--- config.mk ---
export PLATFORM = sky130hd
export DESIGN_NAME = hmc_ctrl
export DESIGN_NICKNAME = d
export VERILOG_FILES = /design/src/rtl/core/hmc_pkg.sv /design/src/rtl/core/hmc_ctrl.sv
export SDC_FILE = /design/constraint.sdc
export NUM_CORES = 1
export LEC_CHECK = 0
export BUFFER_PORTS_ARGS = -buffer_cell sky130_fd_sc_hd__buf_2
export CORE_UTILIZATION = 44
export CTS_CLUSTER_DIAMETER = 120
export DETAILED_ROUTE_END_ITERATION = 12
export PLACE_DENSITY = 0.77
export SYNTH_ARGS = -nofsm -noshare
export SYNTH_HDL_FRONTEND = slang
export SYNTH_SLANG_ARGS = --single-unit
--- constraint.sdc ---
create_clock -name clock -period 2.3 [get_ports clock]
set_clock_uncertainty 0.15 [all_clocks]
set_input_delay 0.23 -clock clock [delete_from_list [all_inputs] [get_ports clock]]
set_output_delay 0.23 -clock clock [all_outputs]
set_load 0.05 [all_outputs]
--- src/rtl/core/hmc_pkg.sv ---
// hmc_pkg: shared types and constants of the histogram mean / confidence block.
// Holds controller states, the command and status structs and field widths.
// No dependencies.
package hmc_pkg;

   localparam int VALUE_W     = 16;
   localparam int COUNT_W     = 20;
   localparam int RUN_W       = 20;
   localparam int CF_W        = 16;
   localparam int SUM_W       = 64;
   localparam int MEAN_W      = 32;
   localparam int BOUND_W     = 33;
   localparam int SQ_W        = 48;
   localparam int PROD_W      = 44;
   localparam int DVD_W       = 80;
   localparam int DVS_W       = 40;
   localparam int ROOT_W      = 32;
   localparam int SREM_W      = 36;
   localparam int RSP_DATA_W  = 136;
   localparam int CSR_ADDR_W  = 3;
   localparam int CSR_DATA_W  = 32;

   localparam logic [COUNT_W-1:0] COUNT_MAX = 20'hFFFFF;
   localparam logic [RUN_W-1:0]   RUN_RESET = 20'd1;
   localparam logic [CF_W-1:0]    CF_RESET  = 16'd8028;

   localparam logic ACT_RECORD = 1'b0;
   localparam logic ACT_REPORT = 1'b1;

   // register index taken from paddr[2]
   localparam logic REG_RUN_COUNT = 1'b0;
   localparam logic REG_CONF      = 1'b1;

   typedef enum logic [3:0] {
      ST_IDLE,
      ST_REC_LOOK,
      ST_REC_CMP,
      ST_SUM_LOOK,
      ST_SUM_ACC,
      ST_DIV_MEAN,
      ST_VAR_LOOK,
      ST_VAR_SQ,
      ST_VAR_MLO,
      ST_VAR_MHI,
      ST_VAR_ADD,
      ST_DIV_VAR,
      ST_SQRT,
      ST_HALF,
      ST_OUT
   } state_type;

   typedef struct packed {
      logic capture;
      logic idx_clr;
      logic idx_inc;
      logic rd_en;
      logic cnt_upd;
      logic append;
      logic set_ovf;
      logic sum_acc;
      logic div_mean;
      logic div_var;
      logic div_step;
      logic mean_load;
      logic sq_calc;
      logic mul_lo;
      logic mul_hi;
      logic var_add;
      logic sqrt_start;
      logic sqrt_step;
      logic half_calc;
      logic out_load;
   } cmd_type;

   typedef struct packed {
      logic hit;
      logic at_end;
      logic full;
      logic div_done;
      logic sqrt_done;
      logic out_free;
   } status_type;

endpackage

--- src/rtl/core/hmc_ctrl.sv ---
// hmc_ctrl: sequencer for record scans and the two-pass report.
// Drives hmc_pkg::cmd_type toward the datapath, reads hmc_pkg::status_type.
// Depends on hmc_pkg.
module hmc_ctrl (
   input  logic                 clock,
   input  logic                 reset,
   input  logic                 req_tvalid,
   input  logic                 req_action,
   output logic                 req_tready,
   input  hmc_pkg::status_type  status,
   output hmc_pkg::cmd_type     cmd
);

   hmc_pkg::state_type state_ff, state_in;

   always_ff @(posedge clock) begin
      if (reset) begin
         state_ff <= hmc_pkg::ST_IDLE;
      end else begin
         state_ff <= state_in;
      end
   end

   always_comb begin
      state_in = state_ff;
      case (state_ff)
         hmc_pkg::ST_IDLE: begin
            if (req_tvalid) begin
               state_in = (req_action == hmc_pkg::ACT_REPORT) ? hmc_pkg::ST_SUM_LOOK
                                                              : hmc_pkg::ST_REC_LOOK;
            end
         end
         hmc_pkg::ST_REC_LOOK: begin
            state_in = status.at_end ? hmc_pkg::ST_IDLE : hmc_pkg::ST_REC_CMP;
         end
         hmc_pkg::ST_REC_CMP: begin
            state_in = status.hit ? hmc_pkg::ST_IDLE : hmc_pkg::ST_REC_LOOK;
         end
         hmc_pkg::ST_SUM_LOOK: begin
            state_in = status.at_end ? hmc_pkg::ST_DIV_MEAN : hmc_pkg::ST_SUM_ACC;
         end
         hmc_pkg::ST_SUM_ACC:  state_in = hmc_pkg::ST_SUM_LOOK;
         hmc_pkg::ST_DIV_MEAN: begin
            if (status.div_done) state_in = hmc_pkg::ST_VAR_LOOK;
         end
         hmc_pkg::ST_VAR_LOOK: begin
            state_in = status.at_end ? hmc_pkg::ST_DIV_VAR : hmc_pkg::ST_VAR_SQ;
         end
         hmc_pkg::ST_VAR_SQ:   state_in = hmc_pkg::ST_VAR_MLO;
         hmc_pkg::ST_VAR_MLO:  state_in = hmc_pkg::ST_VAR_MHI;
         hmc_pkg::ST_VAR_MHI:  state_in = hmc_pkg::ST_VAR_ADD;
         hmc_pkg::ST_VAR_ADD:  state_in = hmc_pkg::ST_VAR_LOOK;
         hmc_pkg::ST_DIV_VAR: begin
            if (status.div_done) state_in = hmc_pkg::ST_SQRT;
         end
         hmc_pkg::ST_SQRT: begin
            if (status.sqrt_done) state_in = hmc_pkg::ST_HALF;
         end
         hmc_pkg::ST_HALF:     state_in = hmc_pkg::ST_OUT;
         hmc_pkg::ST_OUT: begin
            if (status.out_free) state_in = hmc_pkg::ST_IDLE;
         end
         default:              state_in = hmc_pkg::ST_IDLE;
      endcase
   end

   always_comb begin
      cmd        = '0;
      req_tready = 1'b0;
      case (state_ff)
         hmc_pkg::ST_IDLE: begin
            req_tready = 1'b1;
            if (req_tvalid) begin
               cmd.capture = 1'b1;
               cmd.idx_clr = 1'b1;
            end
         end
         hmc_pkg::ST_REC_LOOK: begin
            if (status.at_end) begin
               if (status.full) cmd.set_ovf = 1'b1;
               else             cmd.append  = 1'b1;
            end else begin
               cmd.rd_en = 1'b1;
            end
         end
         hmc_pkg::ST_REC_CMP: begin
            if (status.hit) cmd.cnt_upd = 1'b1;
            else            cmd.idx_inc = 1'b1;
         end
         hmc_pkg::ST_SUM_LOOK: begin
            if (status.at_end) cmd.div_mean = 1'b1;
            else               cmd.rd_en    = 1'b1;
         end
         hmc_pkg::ST_SUM_ACC: begin
            cmd.sum_acc = 1'b1;
            cmd.idx_inc = 1'b1;
         end
         hmc_pkg::ST_DIV_MEAN: begin
            if (status.div_done) begin
               cmd.mean_load = 1'b1;
               cmd.idx_clr   = 1'b1;
            end else begin
               cmd.div_step = 1'b1;
            end
         end
         hmc_pkg::ST_VAR_LOOK: begin
            if (status.at_end) cmd.div_var = 1'b1;
            else               cmd.rd_en   = 1'b1;
         end
         hmc_pkg::ST_VAR_SQ:  cmd.sq_calc = 1'b1;
         hmc_pkg::ST_VAR_MLO: cmd.mul_lo  = 1'b1;
         hmc_pkg::ST_VAR_MHI: cmd.mul_hi  = 1'b1;
         hmc_pkg::ST_VAR_ADD: begin
            cmd.var_add = 1'b1;
            cmd.idx_inc = 1'b1;
         end
         hmc_pkg::ST_DIV_VAR: begin
            if (status.div_done) cmd.sqrt_start = 1'b1;
            else                 cmd.div_step   = 1'b1;
         end
         hmc_pkg::ST_SQRT: begin
            if (status.sqrt_done) cmd.half_calc = 1'b1;
            else                  cmd.sqrt_step = 1'b1;
         end
         hmc_pkg::ST_HALF: begin
         end
         hmc_pkg::ST_OUT: begin
            if (status.out_free) cmd.out_load = 1'b1;
         end
         default: begin
         end
      endcase
   end

endmodule

### Yosys cells after proc, flatten, opt, wreduce, memory -nomap -nowiden

Index checks and enable logic that the tools add are counted.

* bits in registers: 4
* latch bits: 0
* RAM bits: 0
* memory bits (read-only): 0
* output and inout bits: 21
* memories: 0

* $add $sub $neg: 0
* $mul: 0
* divide/modulo/power cells: 0
* magnitude comparators: 0
* eq/ne operators: 19
* shift-type cells: 0
* muxes and demuxes: 43
* bitwise operators: 0
* reduce and logical (&&, ||, !) cells: 5

Operators by type and width (number)
* one-hot mux 4 bit (15 select lines): 1
* equality test 4 bit, second input constant: 7
* two-way mux 1 bit: 28
* two-way mux 4 bit: 6
* equality test 4 x 3 -> 1 bit, second input constant: 4
* two-way mux 2 bit: 6
* != test 2 bit, second input constant: 5
* equality test 4 x 2 -> 1 bit, second input constant: 2
* AND reduction 5 bit: 1
* equality test 4 x 1 -> 1 bit, second input constant: 1
* logical NOT 4 bit: 1
* one-hot mux 1 bit (2 select lines): 2
* OR reduction 2 bit: 2
* OR reduction 3 bit: 1

### Longest topological paths before layout

* word-level depth: 3
* gate-level depth with buffers: 6
* mapped depth without buffers: 4

### Worst setup path after synthesis

Ideal clock, no wire load.

* kind: flip-flop to output port
* start point: reg state_ff[1]
* end point: out cmd[13] in the netlist's numbering
* arrival time: 2.341 ns
* data required time: 1.920 ns
* slack: -0.421 ns
* stages on the path, launching flop included: 4
* buffers on the path: 2
* cells stage by stage: dfxtp_1 -> buf_4 -> buf_2 -> nor4b_1

RTL lines
* start, declared: line hmc_ctrl.sv:14 `hmc_pkg::state_type state_ff, state_in;`
* start signal, assigned: line hmc_ctrl.sv:18 `state_ff <= hmc_pkg::ST_IDLE;`
* start signal, assigned: line hmc_ctrl.sv:20 `state_ff <= state_in;`
* end, declared: line hmc_ctrl.sv:11 `output hmc_pkg::cmd_type cmd`

==> flow_summary.toml <==
[cts]
cts_made_buffers = 3
cts_sinks = 4
path_clk_slew_ns = 0.04
hold_buffers = 0
cts_resized = 0
clkLatencyLatePin_ns = 0.25
clock_path_buffers = 2
cts_setup_buffers = 0
cts_max_level = 1
cts_tree = "yes"
root_buffer = "clkbuf_4"

[synth]
syn-num-nets = 93
ys_ff_latch = 4
netlist_top_cells_count = "nor2_1 (10), nand2b_1 (7), nor3_1 (6)"
synth_warnings = 0
ys_types = 43
synth_edf_count = 0
synth_area_leader_cell = "dfxtp_1"
async_flop_share_pct = 0
ys_top_cells_by_area = "dfxtp_1 (13%), nand2b_1 (7.3%), nor2_1 (6.2%)"
synth_top_area_share_pct = 13.3
yosysMostFrequentCell = "nor2_1"
synthCells = 83
synth.yosys.seq_area_share_pct = 13.3
ys.flop_type = "dfxtp_1"
avgSynthCellArea_sq_um = 7.27
syn_area_sq_um = 603

[sta]
max_freq_mhz = 458
grt_setup_unrepaired = "no"
min_period_over_period_pct = 94.9
fin_ws_ns = 0.117
relSlewSlack_pct = 56.2
whs_ns = 0.0625
fin_crit_ns = 2.18
finalSetupViolCount = 0
finalMaxSlewViolations = 0
worstMarginPinSlew_ns = 0.656
finalHoldViolCount = 0
tns_ns = 0

[placed_design]
pre_cts_slack_ns = 0.386
gp_congestion = 0.840
dpl-instance-area_sq_um = 778
hpwl_mm = 1.30
portBuffers = 30

[pwr]
p_per_area_nw_per_um2 = 616
p_sw_w = 0.000263
seq_power_share_pct = 22.9
peakVddDrop_v = 0.000582
p_sw_share_pct = 53.3
p_int_w = 0.000231
combPwrFrac_pct = 58.3
p_clk_share_pct = 18.8
leakagePower_nw = 0.373

[setup_path]
cpMaxStageDelayCell = "dfxtp_1"
critPathLaunch = "state_ff[3]"
cp.required_ns = 1.92
path_cells = "inv_1, a21o_1, a21oi_1, buf_2"
critPathLaunchType = "flop"
critPathMaxStageDelay_ns = 0.73
crit_fanout = 19
worstRegToRegCells = 4
crit_arrival_ns = 1.80
cp-end-kind = "output pin"
r2r_start = "state_ff[3]"
critPathKind = "flop to output pin"

[cells_and_area]
fin_util_pct = 67.5
largest_reg_flops = 4
area_growth_pct = 32.8
reg.largest.list = "state_ff (4)"
fillers = 124
antenna_cells = 0
final_layout_size_suffix_gt1_share_pct = 43.2
postLayoutCellArea_sq_um = 801
nNetsFinal = 123
regMostFlops = "state_ff"

[die]
io_pins = 31
start_util_pct = 50.8
die_width_microns = 39.0
core_sq_um = 1190
dieArea_sq_um = 1520
fp.dieH_microns = 39.0
num_rows = 12

[run]
cap_violations = 0

[route]
drc_errors = 0
vias_per_cell = 6.01
first_pass_iters = 4
ant_nets = 0
routedWlPerCell_microns = 13.9
routed_wl_mm = 1.74
vias = 751
initialDrtViolationCount = 25

[worst_hold_path]
hold_path_class = "primary input to flop"
hold_depth = 2
hp-start = "reset"

[global_route]
grt_pass1_wl_mm = 2.66
antenna_found_initial = 0
grt_usage_pct = 25.6
first_global_vias = 631
grt-ovfl-total = 0
grt_max_degree = 22

[outcome]
outcome = "complete, no violations"
-- layer usage --
metal	GRT usage, %	part of all wire [%]	vias to the layer above
li1	-	-	364
met1	31.6	42	343
met3	5.20	8.4	4
met5	0	0	-
met2	42.9	48	40
met4	9.48	1.6	0
-- logic make-up (layout without fill, tap and decap cells) --
| kind of cell | Yosys count | after routing | share of synthesized area [%] |
|---|---|---|---|
| flops | 4 | 4 | 13.3 |
| compound gates | 19 | 19 | 25.1 |
| mux | 4 | 4 | 7.68 |
| buf+inv | 11 | 39 | 9.75 |
| simple gates | 45 | 45 | 44.2 |
-- final cells by class --
cell class / instances / area, sq um / area share (%)
multi-input combinational: 68 / 497 / 62.0
clock buffer: 3 / 22.5 / 2.81
inverter: 3 / 11.3 / 1.41
tap: 14 / 17.5 / 2.19
timing repair buffer: 33 / 173 / 21.6
sequential: 4 / 80.1 / 10.0
-- cell usage in the layout, fill, tap and decap left out, types with 2 or more instances in the layout --
cell type / synthesis / final
and3_1: 3 / 3
nor3_1: 6 / 3
nand3_1: 3 / 3
mux2i_1: 2 / 2
inv_1: 3 / 3
buf_4: 1 / 3
nand2b_1: 7 / 7
nor4_2: 1 / 2
nand2_1: 2 / 2
clkbuf_4: 0 / 3
nor2_1: 10 / 10
nor2b_1: 2 / 2
nand3b_1: 2 / 2
buf_2: 5 / 30
a21oi_1: 4 / 4
dfxtp_1: 4 / 4
nor3_2: 0 / 3
-- stage by stage --
step                      power, W  std cells
after CTS                 0.000489        125
after detailed placement  0.000399        122
after global routing      0.000520        125
final                     0.000494        125
after global placement    0.000393        122
after floorplan           0.000337         83
-- final timing paths --
path | to | slack, ns
max reg2reg | state_ff[3] | 0.39
min reg2reg | state_ff[2] | 0.44
max | cmd[17] | 0.12
min | state_ff[2] | 0.06
-- power by group through the flow --
| stage | registers (W) | logic (W) | clock network, W |
|---|---|---|---|
| 3_5_place_dp | 0.000114 | 0.000285 | 0 |
| 2_1_floorplan | 0.0000893 | 0.000248 | 0 |
| 5_1_grt | 0.000116 | 0.000305 | 0.0000992 |
| 3_3_place_gp | 0.000112 | 0.000281 | 0 |
| 6_report | 0.000113 | 0.000288 | 0.0000927 |
| 4_1_cts | 0.000112 | 0.000286 | 0.0000917 |
-- worst max-delay path: cells and delay by family, from the launching register on --
kind,cells,cell delay [ns]
AOI/OAI and AO/OA,2,0.32
buffers and inverters,2,0.50
DFF,1,0.73
Power figures use the tool's default switching activity.
